**src/rtl/core/isb_pkg.sv**
```systemverilog
// Shared types and constants for the increasing-subsequence-with-breaks block.
// No dependencies; used by the controller, datapath and top level.
package isb_pkg;

    localparam int VALUE_RANGE = 1024;
    localparam int MAX_BREAKS  = 7;
    localparam int VALUE_W     = 10;
    localparam int CFG_W       = 3;
    localparam int LEN_W       = 16;
    localparam logic [LEN_W-1:0] LEN_MAX = '1;

    // Commands from the controller to the datapath
    typedef struct packed {
        logic load;       // latch an accepted word
        logic clr_wr;     // clear sweep: write zero, advance sweep counter
        logic q_init;     // set up a range-max query
        logic fin;        // query is the final whole-table read
        logic q_rd;       // present query read addresses
        logic q_step;     // fold read data into the query maxima
        logic u_init;     // form the new length, set up tree update
        logic u_rd;       // present update read addresses
        logic u_step;     // max-write and advance update indices
        logic layer_dec;  // move to the next lower break count
        logic out_load;   // load the result register
    } t_cmd;

    // Status from the datapath to the controller
    typedef struct packed {
        logic clr_done;
        logic q_done;
        logic u_done;
        logic layer_zero;
        logic first;
        logic last;
    } t_sts;

endpackage

```
**src/rtl/core/isb_ctrl.sv**
```systemverilog
// Sequencer for the increasing-subsequence-with-breaks block.
// Depends on isb_pkg (command and status structs).
module isb_ctrl (
    input  logic          i_clk,
    input  logic          i_rst_n,
    input  logic          i_valid,
    output logic          o_ready,
    output logic          o_valid,
    input  logic          i_ready,
    input  isb_pkg::t_sts i_sts,
    output isb_pkg::t_cmd o_cmd
);

    localparam logic [3:0] S_IDLE  = 4'd0;
    localparam logic [3:0] S_CLEAR = 4'd1;
    localparam logic [3:0] S_QINIT = 4'd2;
    localparam logic [3:0] S_QRD   = 4'd3;
    localparam logic [3:0] S_QWT   = 4'd4;
    localparam logic [3:0] S_UINIT = 4'd5;
    localparam logic [3:0] S_URD   = 4'd6;
    localparam logic [3:0] S_UWT   = 4'd7;
    localparam logic [3:0] S_NEXT  = 4'd8;
    localparam logic [3:0] S_FINIT = 4'd9;
    localparam logic [3:0] S_FRD   = 4'd10;
    localparam logic [3:0] S_FWT   = 4'd11;
    localparam logic [3:0] S_OUT   = 4'd12;

    logic [3:0] r_state, n_state;
    logic       r_item, n_item;
    logic       r_out_valid, n_out_valid;

    assign o_ready = (r_state == S_IDLE);
    assign o_valid = r_out_valid;

    // next state and commands
    always_comb begin
        n_state     = r_state;
        n_item      = r_item;
        n_out_valid = r_out_valid;
        o_cmd       = '0;
        if (r_out_valid && i_ready) begin
            n_out_valid = 1'b0;
        end
        unique case (r_state)
            S_IDLE: begin
                if (i_valid) begin
                    o_cmd.load = 1'b1;
                    n_item     = 1'b1;
                    n_state    = i_sts.first ? S_CLEAR : S_QINIT;
                end
            end
            S_CLEAR: begin
                o_cmd.clr_wr = 1'b1;
                if (i_sts.clr_done) begin
                    n_state = r_item ? S_QINIT : S_IDLE;
                end
            end
            S_QINIT: begin
                o_cmd.q_init = 1'b1;
                n_state      = S_QRD;
            end
            S_QRD: begin
                if (i_sts.q_done) begin
                    n_state = S_UINIT;
                end else begin
                    o_cmd.q_rd = 1'b1;
                    n_state    = S_QWT;
                end
            end
            S_QWT: begin
                o_cmd.q_step = 1'b1;
                n_state      = S_QRD;
            end
            S_UINIT: begin
                o_cmd.u_init = 1'b1;
                n_state      = S_URD;
            end
            S_URD: begin
                if (i_sts.u_done) begin
                    n_state = S_NEXT;
                end else begin
                    o_cmd.u_rd = 1'b1;
                    n_state    = S_UWT;
                end
            end
            S_UWT: begin
                o_cmd.u_step = 1'b1;
                n_state      = S_URD;
            end
            S_NEXT: begin
                if (!i_sts.layer_zero) begin
                    o_cmd.layer_dec = 1'b1;
                    n_state         = S_QINIT;
                end else if (i_sts.last) begin
                    n_state = S_FINIT;
                end else begin
                    n_item  = 1'b0;
                    n_state = S_IDLE;
                end
            end
            S_FINIT: begin
                o_cmd.q_init = 1'b1;
                o_cmd.fin    = 1'b1;
                n_state      = S_FRD;
            end
            S_FRD: begin
                if (i_sts.q_done) begin
                    n_state = S_OUT;
                end else begin
                    o_cmd.q_rd = 1'b1;
                    n_state    = S_FWT;
                end
            end
            S_FWT: begin
                o_cmd.q_step = 1'b1;
                n_state      = S_FRD;
            end
            S_OUT: begin
                // wait until the output register is free
                if (!r_out_valid || i_ready) begin
                    o_cmd.out_load = 1'b1;
                    n_out_valid    = 1'b1;
                    n_item         = 1'b0;
                    n_state        = S_IDLE;
                end
            end
            default: n_state = S_IDLE;
        endcase
    end

    // state registers; reset starts with a clearing sweep
    always_ff @(posedge i_clk) begin
        if (!i_rst_n) begin
            r_state     <= S_CLEAR;
            r_item      <= 1'b0;
            r_out_valid <= 1'b0;
        end else begin
            r_state     <= n_state;
            r_item      <= n_item;
            r_out_valid <= n_out_valid;
        end
    end

    // a held result is never overwritten
    a_out_hold: assert property (@(posedge i_clk) disable iff (!i_rst_n)
        (r_state == S_OUT && r_out_valid && !i_ready) |=> (r_state == S_OUT))
        else $error("result overwritten while held");

    // a word flagged first always starts with a clear sweep
    a_first_clear: assert property (@(posedge i_clk) disable iff (!i_rst_n)
        (r_state == S_IDLE && i_valid && i_sts.first) |=> (r_state == S_CLEAR))
        else $error("first word did not clear tables");

    // read data is only folded in after a read was issued
    a_qwt_after_rd: assert property (@(posedge i_clk) disable iff (!i_rst_n)
        (r_state == S_QWT) |-> ($past(r_state) == S_QRD))
        else $error("query step without read");

endmodule

```
**config.mk**
```make
export PLATFORM = sky130hd
export DESIGN_NAME = isb_ctrl
export DESIGN_NICKNAME = d
export VERILOG_FILES = /design/src/rtl/core/isb_pkg.sv /design/src/rtl/core/isb_ctrl.sv
export SDC_FILE = /design/constraint.sdc
export NUM_CORES = 1
export LEC_CHECK = 0
export BUFFER_PORTS_ARGS = -buffer_cell sky130_fd_sc_hd__buf_2
export CORE_MARGIN = 2
export CORE_UTILIZATION = 35
export DETAILED_ROUTE_END_ITERATION = 10
export GPL_TIMING_DRIVEN = 0
export PLACE_DENSITY_LB_ADDON = 0.15
export SETUP_SLACK_MARGIN = 0.3
export SLEW_MARGIN = 20
export SYNTH_ARGS = -nofsm -noshare
export SYNTH_HDL_FRONTEND = slang
export SYNTH_SLANG_ARGS = --single-unit
```
**constraint.sdc**
```tcl
create_clock -name i_clk -period 2.8 [get_ports i_clk]
set_clock_uncertainty 0.2 [all_clocks]
set_input_delay 0.14 -clock i_clk [delete_from_list [all_inputs] [get_ports i_clk]]
set_output_delay 0.14 -clock i_clk [all_outputs]
set_load 0.01 [all_outputs]
```
==> metrics.cfg <==
[setup_path]
cp_common_cell=buf_2
worst_setup_path_start_kind=flop
timing.rr.end=r_state[0]
slowest_stage=dfxtp_1
crit_start=r_state[2]
rr_worst_depth=6
reg2reg_setup_slack_ns=1.15
crit_chain=buf_2, buf_2, nand2b_1, a211oi_1, buf_2
crit_type=reg2out
crit_end=o_cmd[6]
worstPathRequired_ns=2.46
critPathTopFamily=buffers and inverters
cp_max_fo=10
slowest_delay_ns=0.30
cp.arrival_ns=1.49
worstSetupEndpointType=primary output
critical_path_depth=5
worst-path-buf-inv=3
regToRegStartpoint=r_state[1]

[clocking]
clock_path_buffers=2
clk_latency_ns=0.24
numCtsBuffers=3
ctsHtreeMaxLevel=1
clock_sinks=6
cts_tree=built
cts_setup_buffers=0
clk_pin_slew_ns=0.05
ctsRootBufferMaster=clkbuf_4
hold_buffers=2
ctsResizeCount=0

[synth]
yosysTopAreaCell=dfxtp_1
syn_inst=79
synth_async_sr_flop_share_pct=0
synth-main-ff-cell=dfxtp_1
syn-cell-area_sq_um=593.1
synthDominantCellAreaShare_pct=20.25
syn-num-nets=89
synth_edf_count=0
ys_ff_latch=6
ys_warn_count=0
avgSynthCellArea_sq_um=7.507
yosysSeqAreaShare_pct=20.25
synth.top_cells.by_area=dfxtp_1 (20%), nor2_1 (5.7%), nor3_1 (4.2%)
synth_cell_type_count=38

[floorplanning]
die_y_um=45.17
die_area_sq_um=2040
num_rows=14
initial_core_util_pct=38.47
core_sq_um=1541
pin_count=23
die-width_um=45.17

[place]
place_ws_ns=1.153
io_buffers=22
dp.final_hpwl_mm=1.258
place_inst=117
gp_congestion=0.8183

[sta]
tightest_slew_ns=0.3498
hold_slack_ns=0.03225
hold_viol_final=0
setup-tns-final_ns=0
fmax_mhz=545.7
final.setup.worst_slack_ns=0.9676
fin_crit_sh_pct=65.44
slew_headroom_pct=76.08
slew_violations=0
rsz0062_at_grt=false
finalSetupViolCount=0
fin_crit_ns=1.832

[cells_and_area]
multi_input_area_sq_um=415.4
final_cell_mix=buf_2 (26), nor2_1 (9), dfxtp_1 (6)
final_common_cell=buf_2
areaGrowthSynthToFinish_pct=29.11
finish.utilization_pct=49.68
seqCellArea_sq_um=120.1
nets=118
drive_gt1_share_pct=37.74
final_cells=122
antenna_cells=0
fillers=172

[routing]
drcViolationCount=0
vias=670
vias_per_cell=5.492
wl_per_cell_um=13.19
wl_mm=1.609
drt_first_iter_violations=10
firstDrtPassIters=4
ant_nets=0

[worst_hold_path]
hold_class=in2reg

[run]
cap_violations=0

[grt]
overflow=0
grt_pass1_vias=568
grt_pass1_wl_mm=2.553
grt_max_degree=11
grt_util_all_layers_pct=17.08
antenna_found_initial=0

[power]
p_leak_nw=0.3651
peakVddDrop_uv=187.5
power_density_nw_per_um2=403.2

[run_status]
status=completed

==> sequential cells by signal, summed over array words and instances, names as in the netlist <==
name and count:
r_item 1, r_state 4, o_valid 1
==> power breakdown <==
group          internal, W  leakage [nW]  switching, W
Sequential       0.0000930        0.0490    0.00000667
Combinational    0.0000595         0.302     0.0000718
Clock            0.0000484        0.0138     0.0000294
Total             0.000201         0.365      0.000108
==> logic make-up (layout without fill, tap and decap cells) <==
kind of cell | count (synthesis) | after routing | share of synthesized area, %
AND/OR/NAND/NOR | 41 | 41 | 43.67
AO/OA/AOI/OAI | 21 | 21 | 26.37
buffers and inverters | 11 | 38 | 9.705
flip-flops | 6 | 6 | 20.25
==> synth_stat cells (all sizes together), types with 3 or more instances <==
cell / instances
a21oi: 4
buf: 6
dfxtp: 6
inv: 5
nand2: 5
nand2b: 5
nor2: 9
nor2b: 3
nor3: 5
nor3b: 3
nor4: 3
o21ai: 4
==> through the flow <==
stage	total power (W)	cell area, sq um
floorplan	0.0001925	593.1
global placement	0.0002287	723.2
detailed placement	0.0002299	723.2
CTS	0.0003123	765.7
global route	0.0003309	765.7
finish	0.0003088	765.7
==> tightest hold or removal path: stages <==
cell     delay [ns]
buf_2          0.08
nor2b_1        0.05
nor2_1         0.11
nor2_1         0.04
==> area by class of cell <==
type                       instances  area share [%]
sequential                         6           15.69
multi-input combinational         62           54.25
buffer                             6           5.065
clock buffer                       3           2.941
timing repair buffer              24           16.99
tap                               16           2.614
inverter                           5           2.451
==> layer usage <==
metal	routed length, um	track usage (%)	share of wire [%]	vias up
met4	12	5.294	0.75	0
li1	-	-	-	348
met2	710	26.57	44	27
met3	125	1.600	7.8	2
met5	0	0	0	-
met1	760	24.70	47	293
==> worst min-delay path by stage <==
stage / start / to / slack, ns / cells after the start
global route: i_sts[0] / r_state[3] / 0.06 / 3
CTS: i_ready / o_valid / 0.02 / 4
global placement: i_rst_n / r_state[2] / 0.20 / 2
finish: i_ready / o_valid / 0.03 / 4
detailed placement: i_rst_n / r_state[2] / 0.18 / 2
floorplan: i_rst_n / r_state[2] / 0.07 / 1
(Power assumes the default switching activity.)
